--- config.mk ---
export PLATFORM = sky130hd
export DESIGN_NAME = chm_ctrl
export DESIGN_NICKNAME = d
export VERILOG_FILES = /design/src/cuckoo_hash_map_core_assert.svh /design/src/chm_pkg.sv /design/src/chm_ctrl.sv
export SDC_FILE = /design/constraint.sdc
export NUM_CORES = 1
export LEC_CHECK = 0
export ABC_AREA = 1
export BUFFER_PORTS_ARGS = -buffer_cell sky130_fd_sc_hd__buf_2
export CORE_MARGIN = 8
export CORE_UTILIZATION = 25
export DETAILED_ROUTE_END_ITERATION = 7
export GPL_TIMING_DRIVEN = 0
export PLACE_DENSITY_LB_ADDON = 0.08
export SKIP_CTS_REPAIR_TIMING = 1
export SLEW_MARGIN = 40
export SYNTH_ARGS = -nofsm -noshare
export SYNTH_HDL_FRONTEND = slang
export SYNTH_SLANG_ARGS = --single-unit
--- constraint.sdc ---
create_clock -name clk -period 3.2 [get_ports clk]
set_input_delay 0.16 -clock clk [delete_from_list [all_inputs] [get_ports clk]]
set_output_delay 0.16 -clock clk [all_outputs]
set_load 0.02 [all_outputs]
--- src/cuckoo_hash_map_core_assert.svh ---
// ----------------------------------------------------------------------------
// cuckoo hash map assertion macros
// concurrent assertion wrappers, empty when synthesized
// ----------------------------------------------------------------------------
`ifndef CUCKOO_HASH_MAP_CORE_ASSERT_SVH
`define CUCKOO_HASH_MAP_CORE_ASSERT_SVH
`ifndef SYNTHESIS
// same-cycle implication
`define CHM_ASSERT_IMP(lbl, clk, rst_n, ante, cons) \
    lbl: assert property (@(posedge clk) disable iff (!rst_n) (ante) |-> (cons)) \
        else $error("chm assertion failed");
// next-cycle implication
`define CHM_ASSERT_NEXT(lbl, clk, rst_n, ante, cons) \
    lbl: assert property (@(posedge clk) disable iff (!rst_n) (ante) |=> (cons)) \
        else $error("chm assertion failed");
`else
`define CHM_ASSERT_IMP(lbl, clk, rst_n, ante, cons)
`define CHM_ASSERT_NEXT(lbl, clk, rst_n, ante, cons)
`endif
`endif

--- src/chm_pkg.sv ---
// ----------------------------------------------------------------------------
// chm_pkg
// shared codes, widths and control structs of the cuckoo hash map
// ----------------------------------------------------------------------------
package chm_pkg;

    localparam int MODE_W     = 2;
    localparam int STATUS_W   = 2;
    localparam int TS_W       = 11;
    localparam int LIM_W      = 12;
    localparam int KICK_W     = 8;
    localparam int CNT_OUT_W  = 12;
    localparam int CFG_IDX_W  = 2;
    localparam int CFG_DATA_W = 12;
    localparam int HASH_MUL   = 13;

    localparam logic [MODE_W-1:0] MODE_SEARCH = 2'd0;
    localparam logic [MODE_W-1:0] MODE_ADD    = 2'd1;
    localparam logic [MODE_W-1:0] MODE_DEL    = 2'd2;

    localparam logic [STATUS_W-1:0] ST_DONE = 2'd0;
    localparam logic [STATUS_W-1:0] ST_MISS = 2'd1;
    localparam logic [STATUS_W-1:0] ST_FULL = 2'd2;
    localparam logic [STATUS_W-1:0] ST_KICK = 2'd3;

    localparam logic [CFG_IDX_W-1:0] CFG_TABLE_SIZE  = 2'd0;
    localparam logic [CFG_IDX_W-1:0] CFG_ENTRY_LIMIT = 2'd1;
    localparam logic [CFG_IDX_W-1:0] CFG_MAX_KICKS   = 2'd2;

    localparam logic [TS_W-1:0]   RST_TABLE_SIZE  = 11'd1024;
    localparam logic [LIM_W-1:0]  RST_ENTRY_LIMIT = 12'd1024;
    localparam logic [KICK_W-1:0] RST_MAX_KICKS   = 8'd16;

    typedef struct packed {
        logic                clr_we;
        logic                load;
        logic                mod_key;
        logic                mod_ck;
        logic                mod_13;
        logic                set_s1;
        logic                set_s2;
        logic                look;
        logic                upd1;
        logic                upd2;
        logic                del1;
        logic                del2;
        logic                put1;
        logic                put2;
        logic                cnt_inc;
        logic                cnt_dec;
        logic                round_clr;
        logic                round_inc;
        logic                finish;
        logic [STATUS_W-1:0] status;
    } chm_cmd_t;

    typedef struct packed {
        logic clr_last;
        logic mod_done;
        logic is_add;
        logic is_del;
        logic in1;
        logic in2;
        logic rd1_valid;
        logic rd2_valid;
        logic at_limit;
        logic kicks_zero;
        logic round_last;
    } chm_stat_t;

endpackage

--- src/chm_ctrl.sv ---
// ----------------------------------------------------------------------------
// chm_ctrl
// request sequencer: lookup, update, remove and eviction rounds
// ----------------------------------------------------------------------------
module chm_ctrl (
    input  logic               clk,
    input  logic               rst_n,
    input  logic               start,
    input  chm_pkg::chm_stat_t stat,
    output chm_pkg::chm_cmd_t  cmd,
    output logic               busy
);

    localparam logic [3:0] S_IDLE   = 4'd0;
    localparam logic [3:0] S_CLEAR  = 4'd1;
    localparam logic [3:0] S_RQ_H1  = 4'd2;
    localparam logic [3:0] S_RQ_H2  = 4'd3;
    localparam logic [3:0] S_RQ_RD  = 4'd4;
    localparam logic [3:0] S_LOOK   = 4'd5;
    localparam logic [3:0] S_KB_ST  = 4'd6;
    localparam logic [3:0] S_KB_H1  = 4'd7;
    localparam logic [3:0] S_KB_H2  = 4'd8;
    localparam logic [3:0] S_KB_RD  = 4'd9;
    localparam logic [3:0] S_KB_CHK = 4'd10;
    localparam logic [3:0] S_KA_ST  = 4'd11;
    localparam logic [3:0] S_KA_H   = 4'd12;
    localparam logic [3:0] S_KA_RD  = 4'd13;
    localparam logic [3:0] S_KA_CHK = 4'd14;
    localparam logic [3:0] S_KICKED = 4'd15;

    logic [3:0] state_reg;
    logic [3:0] state_next;

    always_comb
    begin
        cmd        = '0;
        state_next = state_reg;
        case (state_reg)
            S_CLEAR:
            begin
                cmd.clr_we = 1'b1;
                if (stat.clr_last)
                begin
                    state_next = S_IDLE;
                end
            end
            S_IDLE:
            begin
                if (start)
                begin
                    cmd.load    = 1'b1;
                    cmd.mod_key = 1'b1;
                    state_next  = S_RQ_H1;
                end
            end
            S_RQ_H1:
            begin
                if (stat.mod_done)
                begin
                    cmd.set_s1 = 1'b1;
                    cmd.mod_13 = 1'b1;
                    state_next = S_RQ_H2;
                end
            end
            S_RQ_H2:
            begin
                if (stat.mod_done)
                begin
                    cmd.set_s2 = 1'b1;
                    state_next = S_RQ_RD;
                end
            end
            S_RQ_RD:
            begin
                state_next = S_LOOK;
            end
            S_LOOK:
            begin
                cmd.look   = 1'b1;
                state_next = S_IDLE;
                if (stat.is_add)
                begin
                    if (stat.in1)
                    begin
                        cmd.upd1   = 1'b1;
                        cmd.finish = 1'b1;
                        cmd.status = chm_pkg::ST_DONE;
                    end
                    else if (stat.in2)
                    begin
                        cmd.upd2   = 1'b1;
                        cmd.finish = 1'b1;
                        cmd.status = chm_pkg::ST_DONE;
                    end
                    else if (stat.at_limit)
                    begin
                        cmd.finish = 1'b1;
                        cmd.status = chm_pkg::ST_FULL;
                    end
                    else if (stat.kicks_zero)
                    begin
                        cmd.finish = 1'b1;
                        cmd.status = chm_pkg::ST_KICK;
                    end
                    else
                    begin
                        cmd.round_clr = 1'b1;
                        cmd.put1      = 1'b1;
                        if (!stat.rd1_valid)
                        begin
                            cmd.cnt_inc = 1'b1;
                            cmd.finish  = 1'b1;
                            cmd.status  = chm_pkg::ST_DONE;
                        end
                        else
                        begin
                            state_next = S_KB_ST;
                        end
                    end
                end
                else if (stat.is_del)
                begin
                    cmd.finish = 1'b1;
                    if (stat.in1)
                    begin
                        cmd.del1    = 1'b1;
                        cmd.cnt_dec = 1'b1;
                        cmd.status  = chm_pkg::ST_DONE;
                    end
                    else if (stat.in2)
                    begin
                        cmd.del2    = 1'b1;
                        cmd.cnt_dec = 1'b1;
                        cmd.status  = chm_pkg::ST_DONE;
                    end
                    else
                    begin
                        cmd.status = chm_pkg::ST_MISS;
                    end
                end
                else
                begin
                    cmd.finish = 1'b1;
                    cmd.status = (stat.in1 | stat.in2) ? chm_pkg::ST_DONE : chm_pkg::ST_MISS;
                end
            end
            S_KB_ST:
            begin
                cmd.mod_ck = 1'b1;
                state_next = S_KB_H1;
            end
            S_KB_H1:
            begin
                if (stat.mod_done)
                begin
                    cmd.mod_13 = 1'b1;
                    state_next = S_KB_H2;
                end
            end
            S_KB_H2:
            begin
                if (stat.mod_done)
                begin
                    cmd.set_s2 = 1'b1;
                    state_next = S_KB_RD;
                end
            end
            S_KB_RD:
            begin
                state_next = S_KB_CHK;
            end
            S_KB_CHK:
            begin
                cmd.put2 = 1'b1;
                if (!stat.rd2_valid)
                begin
                    cmd.cnt_inc = 1'b1;
                    cmd.finish  = 1'b1;
                    cmd.status  = chm_pkg::ST_DONE;
                    state_next  = S_IDLE;
                end
                else
                begin
                    cmd.round_inc = 1'b1;
                    state_next    = stat.round_last ? S_KICKED : S_KA_ST;
                end
            end
            S_KA_ST:
            begin
                cmd.mod_ck = 1'b1;
                state_next = S_KA_H;
            end
            S_KA_H:
            begin
                if (stat.mod_done)
                begin
                    cmd.set_s1 = 1'b1;
                    state_next = S_KA_RD;
                end
            end
            S_KA_RD:
            begin
                state_next = S_KA_CHK;
            end
            S_KA_CHK:
            begin
                cmd.put1 = 1'b1;
                if (!stat.rd1_valid)
                begin
                    cmd.cnt_inc = 1'b1;
                    cmd.finish  = 1'b1;
                    cmd.status  = chm_pkg::ST_DONE;
                    state_next  = S_IDLE;
                end
                else
                begin
                    state_next = S_KB_ST;
                end
            end
            S_KICKED:
            begin
                cmd.finish = 1'b1;
                cmd.status = chm_pkg::ST_KICK;
                state_next = S_IDLE;
            end
            default:
            begin
                state_next = S_IDLE;
            end
        endcase
    end

    always_ff @(posedge clk or negedge rst_n)
    begin
        if (!rst_n)
        begin
            state_reg <= S_CLEAR;
        end
        else
        begin
            state_reg <= state_next;
        end
    end

    assign busy = (state_reg != S_IDLE);

endmodule
### After elaboration in Yosys (flattened, before gate mapping)

Cells that the tools add are included.

* eq/ne operators: 22
* multiplexer cells: 65
* bitwise operators: 1
* reduce and logical (&&, ||, !) cells: 5

Operators by type and width (count)
* one-hot mux 4 bit (16 select lines): 1
* 2-to-1 mux 3 bit: 14
* == test 4 bit (second input constant): 8
* 2-to-1 mux 4 bit: 8
* 2-to-1 mux 1 bit: 29
* == test 4 x 3 -> 1 bit (second input constant): 4
* 2-to-1 mux 2 bit: 7
* inequality test 2 bit (second input constant): 7
* one-hot mux 3 bit (4 select lines): 1
* == test 4 x 2 -> 1 bit (second input constant): 2
* AND reduction 7 bit: 1
* one-hot mux 1 bit (2 select lines): 3
* 2-to-1 mux 5 bit: 1
* == test 4 x 1 -> 1 bit (second input constant): 1
* logical NOT 4 bit: 1
* nonzero test 4 bit: 1
* OR reduction 2 bit: 2
* one-hot mux 1 bit (3 select lines): 1
* OR 1 bit: 1

* register bits: 4
* bits of input ports: 14
* output and inout bits: 22

### Logic depth before layout (Yosys ltp)

Gate-level depths: netlist of run 1.

* depth after elaboration: 7
* mapped depth: 9
* gate-level depth less buffers: 9

### Least setup slack after synthesis of run 1

OpenSTA, ideal clock, no wires.

* path type: reg-to-output
* start point: register state_reg[0]
* end point: output port cmd[0] (netlist bit)
* arrival: 1.482 ns
* slack: 1.558 ns
* stages on the path, launching flop included: 7
* cell sequence: dfstp_2 -> nand2_1 -> inv_1 -> nand2_2 -> inv_2 -> nand2_1 -> o21ai_0

RTL lines
* start: declaration: RTL line chm_ctrl.sv:31 `logic [3:0] state_reg;`
* start signal: assignment: RTL line chm_ctrl.sv:241 `state_reg <= state_next;`
* end: declaration: RTL line chm_ctrl.sv:10 `output chm_pkg::chm_cmd_t cmd,`

==> impl_metrics.prom, run 1 <==
# TYPE chip_impl_metric gauge
chip_impl_metric{name="post-route-cell-area",unit="sq um"} 870.8
chip_impl_metric{name="initial_utilization",unit=""} 0.2580
chip_impl_metric{name="totalWireLength",unit="um"} 2117
chip_impl_metric{name="insertion_delay",unit="ps"} 240
chip_impl_metric{name="largest_reg_flops",unit=""} 4
chip_impl_metric{name="grt_usage",unit=""} 0.09997
chip_impl_info{name="setup.worst_path.start",value="state_reg[2]"} 1
chip_impl_info{name="synth_top_family_by_area",value="simple AND/OR/NAND/NOR gates"} 1
chip_impl_metric{name="setup_viol_count_final",unit=""} 0
chip_impl_info{name="critical_path.cell_chain",value="inv_2, nor2_2, nand2_2, nor2_2, a21oi_1, o21ai_1, buf_2"} 1
chip_impl_metric{name="sequentialPowerShare",unit=""} 0.185
chip_impl_metric{name="drt-initial-drc-count",unit=""} 41
chip_impl_info{name="setup_repair_after_global_routing_missed_its_margin",value="no"} 1
chip_impl_metric{name="cap_viol_max_count",unit=""} 0
chip_impl_metric{name="reg2reg_setup_slack",unit="ps"} 1810
chip_impl_metric{name="p_sw_frac",unit=""} 0.5731
chip_impl_metric{name="min_period_over_period",unit=""} 0.5518
chip_impl_metric{name="critical-path-max-stage-delay",unit="ps"} 470
chip_impl_metric{name="compound_cell_area_share_of_the_yosys_netlist",unit=""} 0.1368
chip_impl_metric{name="placed_area",unit="sq um"} 834.6
chip_impl_metric{name="ir_drop",unit="V"} 0.0003869
chip_impl_metric{name="num_io_pins",unit=""} 36
chip_impl_info{name="most_frequent_cells_in_the_layout",value="sky130_fd_sc_hd__nand2_1 (39), sky130_fd_sc_hd__buf_2 (35), sky130_fd_sc_hd__inv_1 (17), sky130_fd_sc_hd__nor2_1 (13), sky130_fd_sc_hd__nand3_1 (9)"} 1
chip_impl_metric{name="drive_above_1_share",unit=""} 0.3544
chip_impl_info{name="run_status",value="completed"} 1
chip_impl_metric{name="die-height",unit="um"} 65.88
chip_impl_metric{name="ys.warnings.count",unit=""} 0
chip_impl_metric{name="worst_clock_skew",unit="ps"} 6.975
chip_impl_metric{name="power.leakage",unit="nW"} 0.5433
chip_impl_metric{name="grt_start_max_net_pins",unit=""} 8
chip_impl_metric{name="mappedNetlistNets",unit=""} 132
chip_impl_metric{name="buf_inv_stages_crit_path",unit=""} 2
chip_impl_metric{name="setup_tns",unit="ps"} 0
chip_impl_metric{name="grt_remaining_overflow",unit=""} 0
chip_impl_metric{name="htreeDepth",unit=""} 1
chip_impl_metric{name="cts_buf_count",unit=""} 3
chip_impl_metric{name="p_sw",unit="mW"} 0.3720
chip_impl_info{name="worstSetupEndpointType",value="primary output"} 1
chip_impl_metric{name="maxClockFrequency",unit="GHz"} 0.5663
chip_impl_metric{name="post-route-drc-count",unit=""} 0
chip_impl_metric{name="synth_area",unit="sq um"} 621.8
chip_impl_metric{name="comb_power_share",unit=""} 0.708
chip_impl_metric{name="synth_xor_xnor_area_share",unit=""} 0
chip_impl_info{name="cts_root_buf",value="sky130_fd_sc_hd__clkbuf_4"} 1
chip_impl_info{name="mostFrequentLayoutCell",value="sky130_fd_sc_hd__nand2_1"} 1
chip_impl_metric{name="worst_endpoint_data_arrival_time",unit="ps"} 1610
chip_impl_metric{name="post_drt_via_cell_ratio",unit=""} 4.548
chip_impl_metric{name="post_synth_fa_ha_maj_area_fraction",unit=""} 0
chip_impl_metric{name="wire_per_inst",unit="um"} 11.26
chip_impl_metric{name="internal_power_of_the_cells",unit="mW"} 0.2771
chip_impl_metric{name="first_global_vias",unit=""} 853
chip_impl_metric{name="detail-route-antenna-nets",unit=""} 0
chip_impl_metric{name="tightest_slew",unit="ps"} 314.9
chip_impl_metric{name="sequential_share_of_the_synthesized_area",unit=""} 0.1630
chip_impl_metric{name="area_growth",unit="%"} 40.04
chip_impl_metric{name="final_net_count",unit=""} 173
chip_impl_metric{name="clkSlewWorstSetupHoldPaths",unit="ps"} 40
chip_impl_info{name="tritoncts",value="done"} 1
chip_impl_metric{name="yosys-mux-area-fraction",unit=""} 0
chip_impl_metric{name="floorplan.die.width",unit="um"} 65.88
chip_impl_metric{name="floorplan.die_area",unit="sq um"} 4340
chip_impl_info{name="startpoint_kind_of_the_worst_setup_timing_path",value="flop"} 1
chip_impl_metric{name="insertedDiodeCount",unit=""} 0
chip_impl_metric{name="hold_viol",unit=""} 0
chip_impl_metric{name="dpl.hpwl",unit="um"} 1857
chip_impl_metric{name="synth-simple-area-share",unit=""} 0.5674
chip_impl_metric{name="synth.distinct_cells",unit=""} 19
chip_impl_metric{name="critical_path_depth",unit=""} 7
chip_impl_info{name="timing.rr.end",value="state_reg[3]"} 1
chip_impl_metric{name="period_minus_slack",unit="ps"} 1766
chip_impl_metric{name="p_per_area",unit="nW/um^2"} 745.4
chip_impl_metric{name="number_of_i_o_port_buffers",unit=""} 35
chip_impl_metric{name="via_count",unit=""} 855
chip_impl_metric{name="part_of_the_power_in_the_clock_network",unit=""} 0.108
chip_impl_metric{name="core",unit="sq um"} 2410
chip_impl_metric{name="max_slew_margin",unit=""} 0.7893
chip_impl_metric{name="ctsLongestPathBuffers",unit=""} 2
chip_impl_info{name="critical_path.endpoint",value="cmd[6]"} 1
chip_impl_metric{name="synth_instances",unit=""} 118
chip_impl_info{name="path_common_cell",value="sky130_fd_sc_hd__nor2_2"} 1
chip_impl_metric{name="worstPathRequired",unit="ps"} 3040
chip_impl_info{name="worstHoldPathType",value="in2reg"} 1
chip_impl_metric{name="routabilityCongestion",unit=""} 0.7824
chip_impl_metric{name="final-max-slew-violation-count",unit=""} 0
chip_impl_metric{name="detailedRoute.firstPassIterationCount",unit=""} 4
chip_impl_info{name="cpMaxStageDelayCell",value="sky130_fd_sc_hd__dfrtp_1"} 1
chip_impl_metric{name="synth_area_per_cell",unit="sq um"} 5.270
chip_impl_metric{name="clock_sink_count",unit=""} 4
chip_impl_info{name="regToRegStartpoint",value="state_reg[2]"} 1
chip_impl_metric{name="wire_length_of_the_first_global_routing_pass",unit="um"} 3567
chip_impl_metric{name="floorplan.rows",unit=""} 18
chip_impl_info{name="critical_path_class",value="reg2out"} 1
chip_impl_metric{name="synth.ff_latch_count",unit=""} 4
chip_impl_info{name="timing.critical_path.max_delay_family",value="flip-flops"} 1
chip_impl_metric{name="path_max_fanout",unit=""} 6
chip_impl_metric{name="number_of_antenna_violations_at_the_first_check_in_global_routing",unit=""} 0
chip_impl_metric{name="ff2ff_path_depth",unit=""} 8
## cell families after synthesis
family / count (synthesis)
buf+inv: 21
flops: 4
compound gates: 14
simple gates: 79
## area by class of cell
type,instances,area (sq um)
Buffer,1,7.507
Clock buffer,4,26.28
Fill cell,288,1539
Inverter,20,75.07
Multi-Input combinational cell,93,437.9
Sequential cell,4,101.3
Tap cell,30,37.54
Timing Repair Buffer,36,185.2
## cells in the mapped netlist
| library cell | number | area, sq um |
|---|---|---|
| sky130_fd_sc_hd__nand2_1 | 39 | 146.4 |
| sky130_fd_sc_hd__inv_1 | 17 | 63.81 |
| sky130_fd_sc_hd__nor2_1 | 13 | 48.80 |
| sky130_fd_sc_hd__nand3_1 | 9 | 45.04 |
| sky130_fd_sc_hd__nor2_2 | 7 | 43.79 |
| sky130_fd_sc_hd__a21oi_1 | 6 | 30.03 |
| sky130_fd_sc_hd__nand2_2 | 4 | 25.02 |
| sky130_fd_sc_hd__o21ai_1 | 4 | 20.02 |
| sky130_fd_sc_hd__dfrtp_1 | 3 | 75.07 |
| sky130_fd_sc_hd__inv_2 | 3 | 11.26 |
| sky130_fd_sc_hd__nor3_1 | 3 | 15.01 |
| sky130_fd_sc_hd__nand4_1 | 2 | 12.51 |
| sky130_fd_sc_hd__o21ai_0 | 2 | 10.01 |
| sky130_fd_sc_hd__a21oi_4 | 1 | 16.27 |
| sky130_fd_sc_hd__buf_4 | 1 | 7.510 |
| sky130_fd_sc_hd__dfstp_2 | 1 | 26.28 |
| sky130_fd_sc_hd__nand3_2 | 1 | 10.01 |
| sky130_fd_sc_hd__o2111ai_1 | 1 | 8.760 |
| sky130_fd_sc_hd__or2_0 | 1 | 6.260 |
## through the flow
step	utilization	std cells	setup slack [ps]	hold slack (ps)	power, mW
6_report	0.3614	188	1434	192.7	0.6491
5_1_grt	0.3614	188	1317	199.5	0.7165
4_1_cts	0.3572	187	1427	-281.5	0.6582
3_5_place_dp	0.3463	183	1681	-28.58	0.5834
3_3_place_gp	0.3463	183	1692	-34.24	0.5814
2_1_floorplan	-	118	1558	-135.6	0.4535
## worst register-to-register path, delay by kind of cell, from the launching register on
family | cells | cell delay (ps)
compound gates | 2 | 140
buf+inv | 1 | 150
flops | 1 | 460
simple gates | 5 | 520
## worst min-delay path by stage
| stage | start | endpoint | slack [ps] | depth (start not counted) |
|---|---|---|---|---|
| finish | stat[9] | state_reg[3] | 190 | 4 |
| CTS | rst_n | state_reg[2] | -280 | 1 |
| global placement | rst_n | state_reg[1] | -30 | 1 |
| floorplan | rst_n | state_reg[1] | -140 | 0 |
| global route | stat[9] | state_reg[3] | 200 | 4 |
| detailed placement | rst_n | state_reg[2] | -30 | 1 |
## routing by layer
layer  part of all wire  GRT usage
met3              0.079    0.03559
met5                  0          0
met2               0.47     0.1681
met1               0.45     0.1142
met4                  0    0.03270
## power groups by stage
stage | clock (mW) | sequential (mW) | combinational [mW]
after floorplan | 0 | 0.109 | 0.344
after global placement | 0 | 0.119 | 0.463
after detailed placement | 0 | 0.120 | 0.464
after CTS | 0.0715 | 0.119 | 0.468
after global routing | 0.0753 | 0.121 | 0.521
final | 0.0700 | 0.120 | 0.459
(Power assumes the default switching activity.)
==> inputs of run 2 (changes only) <==
Settings changed: ABC_AREA 1 to 0.
Clock period 3.2 ns to 1.8 ns, I/O delays scaled along.
==> run 2 against run 1 <==
Compared with the run above: worst hold slack better by 6.3 ps; clock power increased by 73%; register-to-register slack got worse by 1600 ps; critical path depth unchanged; routed wire length increased by 13%; core utilization up 0.17 points; synthesized cell count fell by 16%; non-clock buffer count is 13 higher; clock-buffer cell count is the same; final cell count is 1.1% lower; critical path type unchanged; largest cell class unchanged.
==> impl_metrics.prom, run 2 <==
# TYPE chip_impl_metric gauge
chip_impl_metric{name="ys.warnings.count",unit=""} 0
chip_impl_metric{name="synth_area",unit="sq um"} 797.0
chip_impl_metric{name="floorplan.die_area",unit="sq um"} 5250
chip_impl_metric{name="placed_area",unit="sq um"} 1027
chip_impl_info{name="worstHoldPathType",value="in2async"} 1
chip_impl_metric{name="num_io_pins",unit=""} 36
chip_impl_metric{name="initial_utilization",unit=""} 0.2611
chip_impl_metric{name="synth_top_area_share",unit=""} 0.09419
chip_impl_metric{name="number_of_synthesized_flops_with_an_enable_pin",unit=""} 0
chip_impl_metric{name="dp_slack",unit="ps"} 162.4
chip_impl_metric{name="setup_viol_count_final",unit=""} 0
chip_impl_metric{name="insertion_delay",unit="ps"} 240
chip_impl_metric{name="floorplan.rows",unit=""} 20
chip_impl_metric{name="grt_remaining_overflow",unit=""} 0
chip_impl_info{name="mostFrequentLayoutCell",value="sky130_fd_sc_hd__buf_2"} 1
chip_impl_info{name="most_frequent_cells_in_the_layout",value="sky130_fd_sc_hd__buf_2 (35), sky130_fd_sc_hd__buf_6 (7), sky130_fd_sc_hd__buf_4 (7), sky130_fd_sc_hd__nand2b_1 (7)"} 1
chip_impl_info{name="cpMaxStageDelayCell",value="sky130_fd_sc_hd__dfstp_2"} 1
chip_impl_metric{name="worstPathRequired",unit="ps"} 1710
chip_impl_info{name="path_common_cell",value="sky130_fd_sc_hd__buf_6"} 1
chip_impl_info{name="setup_repair_after_global_routing_missed_its_margin",value="yes"} 1
chip_impl_metric{name="post_drt_via_cell_ratio",unit=""} 4.618
chip_impl_metric{name="synth_area_per_cell",unit="sq um"} 8.051
chip_impl_metric{name="grt_start_max_net_pins",unit=""} 11
chip_impl_info{name="critical_path.endpoint",value="cmd[6]"} 1
chip_impl_metric{name="dpl.cell_count",unit=""} 178
chip_impl_metric{name="htreeDepth",unit=""} 1
chip_impl_metric{name="ff_latch_area",unit="sq um"} 101.3
chip_impl_info{name="timing.rr.end",value="state_reg[0]"} 1
chip_impl_metric{name="detailedRoute.firstPassIterationCount",unit=""} 4
chip_impl_metric{name="worst_endpoint_data_arrival_time",unit="ps"} 1650
chip_impl_metric{name="final-max-slew-violation-count",unit=""} 0
chip_impl_metric{name="utilization",unit=""} 0.3631
chip_impl_metric{name="core",unit="sq um"} 3053
chip_impl_metric{name="worst_hold_slack",unit="ps"} 199.0
chip_impl_metric{name="period_minus_slack",unit="ps"} 1743
chip_impl_metric{name="reg2reg_setup_slack",unit="ps"} 210
chip_impl_metric{name="critical-path-max-stage-delay",unit="ps"} 510
chip_impl_metric{name="insertedDiodeCount",unit=""} 0
chip_impl_metric{name="sequential_share_of_the_synthesized_area",unit=""} 0.1272
chip_impl_info{name="ys_top_cells_by_count",value="sky130_fd_sc_hd__nand2b_1 (7), sky130_fd_sc_hd__inv_1 (6), sky130_fd_sc_hd__nor2_1 (6), sky130_fd_sc_hd__buf_4 (5), sky130_fd_sc_hd__o21ai_0 (5)"} 1
chip_impl_metric{name="cts_buf_count",unit=""} 3
chip_impl_info{name="critical_path_class",value="reg2out"} 1
chip_impl_metric{name="post-layout-total-power",unit="mW"} 1.512
chip_impl_metric{name="largest_reg_flops",unit=""} 4
chip_impl_info{name="synthMostInstantiatedCell",value="sky130_fd_sc_hd__nand2b_1"} 1
chip_impl_metric{name="tightest_slew",unit="ps"} 230.8
chip_impl_metric{name="die-height",unit="um"} 72.46
chip_impl_info{name="cts_root_buf",value="sky130_fd_sc_hd__clkbuf_4"} 1
chip_impl_metric{name="critical_path_depth",unit=""} 7
chip_impl_metric{name="buf_inv_stages_crit_path",unit=""} 3
chip_impl_metric{name="drive_above_1_share",unit=""} 0.4718
chip_impl_info{name="regToRegStartpoint",value="state_reg[0]"} 1
chip_impl_metric{name="number_of_antenna_violations_at_the_first_check_in_global_routing",unit=""} 0
chip_impl_metric{name="floorplan.die.width",unit="um"} 72.46
chip_impl_metric{name="synth.distinct_cells",unit=""} 51
chip_impl_metric{name="wire_length_of_the_first_global_routing_pass",unit="um"} 4022
chip_impl_metric{name="synth.ff_latch_count",unit=""} 4
chip_impl_metric{name="multiInputGateArea",unit="sq um"} 586.8
chip_impl_metric{name="via_count",unit=""} 859
chip_impl_metric{name="totalWireLength",unit="um"} 2383
chip_impl_info{name="primary_flip_flop_cell_chosen_by_synthesis_mapping",value="sky130_fd_sc_hd__dfrtp_1"} 1
chip_impl_metric{name="number_of_i_o_port_buffers",unit=""} 35
chip_impl_metric{name="postLayoutSetupSlackWorst",unit="ps"} 56.96
chip_impl_metric{name="clkSlewWorstSetupHoldPaths",unit="ps"} 40
chip_impl_metric{name="drt-initial-drc-count",unit=""} 16
chip_impl_metric{name="p_per_area",unit="nW/um^2"} 1364
chip_impl_info{name="timing.critical_path.max_delay_family",value="flip-flops"} 1
chip_impl_metric{name="post-route-cell-area",unit="sq um"} 1109
chip_impl_metric{name="first_global_vias",unit=""} 851
chip_impl_metric{name="synth_instances",unit=""} 99
chip_impl_metric{name="max_slew_margin",unit=""} 0.8460
chip_impl_metric{name="ff2ff_path_depth",unit=""} 7
chip_impl_metric{name="detail-route-antenna-nets",unit=""} 0
chip_impl_metric{name="dpl.hpwl",unit="um"} 1882
chip_impl_metric{name="final_net_count",unit=""} 157
chip_impl_info{name="tritoncts",value="done"} 1
chip_impl_metric{name="post-route-drc-count",unit=""} 0
chip_impl_metric{name="min_period_over_period",unit=""} 0.9684
chip_impl_metric{name="area_growth",unit="%"} 39.09
chip_impl_metric{name="clock_sink_count",unit=""} 4
chip_impl_info{name="setup.worst_path.start",value="state_reg[0]"} 1
chip_impl_info{name="startpoint_kind_of_the_worst_setup_timing_path",value="flop"} 1
chip_impl_info{name="worstSetupEndpointType",value="primary output"} 1
chip_impl_metric{name="ctsLongestPathBuffers",unit=""} 2
chip_impl_info{name="synth.largest_area_cell",value="sky130_fd_sc_hd__dfrtp_1"} 1
chip_impl_info{name="run_status",value="completed"} 1
chip_impl_metric{name="routabilityCongestion",unit=""} 0.7078
chip_impl_metric{name="setup_tns",unit="ps"} 0
chip_impl_metric{name="cap_viol_max_count",unit=""} 0
chip_impl_metric{name="number_of_filler_instances_in_the_final_layout",unit=""} 351
chip_impl_metric{name="finalNonFillerCells",unit=""} 186
chip_impl_metric{name="power.leakage",unit="nW"} 0.5551
chip_impl_metric{name="grt_usage",unit=""} 0.09454
chip_impl_metric{name="path_max_fanout",unit=""} 8
chip_impl_metric{name="hold_viol",unit=""} 0
chip_impl_metric{name="maxClockFrequency",unit="GHz"} 0.5737
chip_impl_metric{name="asyncSetResetFlopFracSynth",unit=""} 1.000
chip_impl_info{name="critical_path.cell_chain",value="buf_6, and4bb_1, buf_6, nand4_4, o21ai_2, o2bb2ai_2, buf_6"} 1
chip_impl_info{name="synthTopCellsByArea",value="sky130_fd_sc_hd__dfrtp_1 (9.4%), sky130_fd_sc_hd__nand2b_1 (5.5%), sky130_fd_sc_hd__buf_4 (4.7%)"} 1
chip_impl_metric{name="wire_per_inst",unit="um"} 12.81
chip_impl_metric{name="worst_clock_skew",unit="ps"} 6.907
chip_impl_metric{name="mappedNetlistNets",unit=""} 113
chip_impl_metric{name="ir_drop",unit="V"} 0.0004245
## run 2: kinds of logic after synthesis
family | after synthesis | share of synthesized area
DFF | 4 | 0.1272
xor gates and xnor gates | 2 | 0.02198
muxes | 1 | 0.01413
AOI/OAI and AO/OA | 28 | 0.2575
and+or+nand+nor | 47 | 0.4427
buffers and inverters | 17 | 0.1366
## run 2: report_power, final
part | internal, mW | total [mW] | switching (mW)
combinational | 0.572 | 1.24 | 0.667
clock | 0.0833 | 0.121 | 0.0380
sequential | 0.139 | 0.152 | 0.0127
## run 2: cell type report
class                   count  area share
well taps                  44     0.04966
multi-input cells          78      0.5293
repair buffers             39      0.1953
flip-flops and latches      4     0.09142
inverters                   6     0.02032
clock buffers               4     0.02370
plain buffers              11     0.09029
## run 2: worst min path at each step
stage                              end  cells after the start  slack (ps)  startpoint
after floorplan           state_reg[1]                      0        -210       rst_n
after global placement    state_reg[2]                      1        -100       rst_n
after detailed placement  state_reg[1]                      1        -100       rst_n
after CTS                 state_reg[1]                      1        -360       rst_n
after global routing      state_reg[1]                      2         190       rst_n
final                     state_reg[2]                      2         200       rst_n
## run 2: per-layer routing
metal	part of all wire	GRT usage	up-vias
met5	0	0	-
met4	0	0.04667	0
met3	0.045	0.01928	0
met2	0.49	0.1585	15
met1	0.46	0.1111	405
li1	-	-	439
## run 2: worst register-to-register path, stage by stage (launching register included)
cell and delay, ps:
sky130_fd_sc_hd__dfstp_2 510, sky130_fd_sc_hd__buf_6 110, sky130_fd_sc_hd__buf_4 110, sky130_fd_sc_hd__buf_4 110, sky130_fd_sc_hd__nand2b_4 120, sky130_fd_sc_hd__a21oi_2 70, sky130_fd_sc_hd__o21ai_1 140, sky130_fd_sc_hd__mux2_1 340
==> inputs of run 3 (changes only) <==
Settings changed: CORE_UTILIZATION 25 to 46, RECOVER_POWER set to 50.
==> run 3 against run 2 <==
Compared with the run above: routed wire length shrank 7.1%; final cell count down 15%; worst hold slack worse by 2.0 ps; sequential share of layout area increased by 0.34 points; total power decreased by 0.50%; non-clock buffer count shrank 1; clock power grew 5%; combinational power about the same; via count is 1.2% higher; maximum frequency decreased by 0.33%; sequential power is essentially flat; clock skew fell by 3.8 ps; critical endpoint unchanged; largest cell class unchanged; largest power group unchanged.
==> impl_metrics.prom, run 3 (synthesized netlist as in run 2, its figures left out) <==
# TYPE chip_impl_metric gauge
chip_impl_info{name="run_status",value="completed"} 1
chip_impl_metric{name="clock_sink_count",unit=""} 4
chip_impl_metric{name="largest_reg_flops",unit=""} 4
chip_impl_info{name="worstHoldPathType",value="in2async"} 1
chip_impl_info{name="regToRegStartpoint",value="state_reg[0]"} 1
chip_impl_metric{name="reg2reg_setup_slack",unit="ps"} 290
chip_impl_metric{name="first_global_vias",unit=""} 806
chip_impl_metric{name="utilization",unit=""} 0.6397
chip_impl_metric{name="clkSlewWorstSetupHoldPaths",unit="ps"} 40
chip_impl_metric{name="post_drt_via_cell_ratio",unit=""} 5.500
chip_impl_metric{name="path_max_fanout",unit=""} 8
chip_impl_metric{name="ir_drop",unit="V"} 0.0007004
chip_impl_metric{name="core",unit="sq um"} 1670
chip_impl_metric{name="hold_viol",unit=""} 0
chip_impl_metric{name="floorplan.die.width",unit="um"} 57.63
chip_impl_metric{name="ctsLongestPathBuffers",unit=""} 2
chip_impl_metric{name="insertedDiodeCount",unit=""} 0
chip_impl_metric{name="grt_start_max_net_pins",unit=""} 11
chip_impl_metric{name="met1Wirelength",unit="um"} 1004
chip_impl_info{name="top_layer",value="met4"} 1
chip_impl_metric{name="grt_usage",unit=""} 0.1322
chip_impl_metric{name="wl_met2",unit="um"} 1005
chip_impl_metric{name="number_of_antenna_violations_at_the_first_check_in_global_routing",unit=""} 0
chip_impl_metric{name="dpl.hpwl",unit="um"} 1690
chip_impl_metric{name="floorplan.die_area",unit="sq um"} 3321
chip_impl_metric{name="via_count",unit=""} 869
chip_impl_metric{name="p_per_area",unit="nW/um^2"} 1408
chip_impl_metric{name="wire_length_of_the_first_global_routing_pass",unit="um"} 3608
chip_impl_metric{name="cts_buf_count",unit=""} 3
chip_impl_info{name="tritoncts",value="done"} 1
chip_impl_info{name="mostFrequentLayoutCell",value="sky130_fd_sc_hd__buf_2"} 1
chip_impl_metric{name="route.met3.wl",unit="um"} 161
chip_impl_metric{name="placed_area",unit="sq um"} 993.5
chip_impl_info{name="critical_path_class",value="reg2out"} 1
chip_impl_metric{name="drt-initial-drc-count",unit=""} 24
chip_impl_info{name="cts_root_buf",value="sky130_fd_sc_hd__clkbuf_4"} 1
chip_impl_metric{name="maxClockFrequency",unit="GHz"} 0.5718
chip_impl_metric{name="initial_utilization",unit=""} 0.4772
chip_impl_metric{name="area_growth",unit="%"} 34.07
chip_impl_metric{name="totalWireLength",unit="um"} 2214
chip_impl_metric{name="worst_endpoint_data_arrival_time",unit="ps"} 1660
chip_impl_metric{name="worst_clock_skew",unit="ps"} 3.126
chip_impl_metric{name="htreeDepth",unit=""} 1
chip_impl_metric{name="period_minus_slack",unit="ps"} 1749
chip_impl_metric{name="min_period_over_period",unit=""} 0.9715
chip_impl_metric{name="postLayoutSetupSlackWorst",unit="ps"} 51.25
chip_impl_info{name="worstSetupEndpointType",value="primary output"} 1
chip_impl_info{name="most_frequent_cells_in_the_layout",value="sky130_fd_sc_hd__buf_2 (33), sky130_fd_sc_hd__buf_6 (7), sky130_fd_sc_hd__buf_4 (7), sky130_fd_sc_hd__nand2b_1 (7)"} 1
chip_impl_metric{name="ff2ff_path_depth",unit=""} 6
chip_impl_info{name="timing.rr.end",value="state_reg[0]"} 1
chip_impl_metric{name="insertion_delay",unit="ps"} 250
chip_impl_metric{name="post-route-drc-count",unit=""} 0
chip_impl_metric{name="final_net_count",unit=""} 156
chip_impl_metric{name="dp_slack",unit="ps"} 149.5
chip_impl_metric{name="routabilityCongestion",unit=""} 0.8645
chip_impl_metric{name="tightest_slew",unit="ps"} 232.9
chip_impl_metric{name="detail-route-antenna-nets",unit=""} 0
chip_impl_metric{name="floorplan.rows",unit=""} 15
chip_impl_info{name="setup.worst_path.start",value="state_reg[0]"} 1
chip_impl_metric{name="cap_viol_max_count",unit=""} 0
chip_impl_metric{name="grt_remaining_overflow",unit=""} 0
chip_impl_metric{name="post-route-cell-area",unit="sq um"} 1069
chip_impl_metric{name="detailedRoute.firstPassIterationCount",unit=""} 4
chip_impl_info{name="startpoint_kind_of_the_worst_setup_timing_path",value="flop"} 1
chip_impl_metric{name="max_slew_margin",unit=""} 0.8446
chip_impl_metric{name="power.leakage",unit="nW"} 0.5473
chip_impl_metric{name="drive_above_1_share",unit=""} 0.4610
chip_impl_metric{name="worstPathRequired",unit="ps"} 1710
chip_impl_metric{name="wire_per_inst",unit="um"} 14.01
chip_impl_info{name="setup_repair_after_global_routing_missed_its_margin",value="yes"} 1
chip_impl_metric{name="num_io_pins",unit=""} 36
chip_impl_metric{name="number_of_i_o_port_buffers",unit=""} 35
chip_impl_metric{name="final-max-slew-violation-count",unit=""} 0
chip_impl_metric{name="die-height",unit="um"} 57.63
chip_impl_metric{name="setup_viol_count_final",unit=""} 0
[run 3: per-layer routing]
layer	global-route usage	vias up
met2	0.2315	30
met3	0.03311	4
met5	0	-
li1	-	442
met4	0.05357	0
met1	0.1483	393
[run 3: worst max path at each step]
stage,to,depth (start not counted)
2_1_floorplan,cmd[19],6
3_3_place_gp,cmd[19],7
3_5_place_dp,cmd[19],7
4_1_cts,cmd[19],7
5_1_grt,cmd[6],7
6_report,cmd[6],7
[run 3: worst max-delay path, cell delays in order, from the launching register on]
cell	delay (ps)
sky130_fd_sc_hd__dfstp_2	520
sky130_fd_sc_hd__buf_6	110
sky130_fd_sc_hd__and4bb_1	210
sky130_fd_sc_hd__buf_6	130
sky130_fd_sc_hd__nand4_4	100
sky130_fd_sc_hd__o21ai_2	90
sky130_fd_sc_hd__o2bb2ai_2	120
sky130_fd_sc_hd__buf_6	130
[run 3: final cells by class]
cell class | instances | area, sq um
Timing Repair Buffer | 38 | 210.2
Fill cell | 168 | 601.8
Inverter | 6 | 22.52
Tap cell | 17 | 21.27
Clock buffer | 4 | 26.28
Multi-Input combinational cell | 78 | 586.8
Buffer | 11 | 100.1
Sequential cell | 4 | 101.3
[run 3: power by group]
part | internal, mW | total (mW) | switching, mW
sequential | 0.139 | 0.153 | 0.0137
combinational | 0.564 | 1.22 | 0.661
clock | 0.0836 | 0.127 | 0.0435
total | 0.787 | 1.50 | 0.718
[run 3: per-stage QoR]
stage | total power [mW] | hold WS, ps | TNS (ps) | cells
global placement | 1.294 | -104.9 | 0 | 151
CTS | 1.440 | -358.8 | -266.5 | 155
finish | 1.505 | 196.9 | 0 | 158
detailed placement | 1.309 | -102.6 | 0 | 151
floorplan | 1.052 | -205.6 | 0 | 99
global route | 1.617 | 223.3 | -20.06 | 158
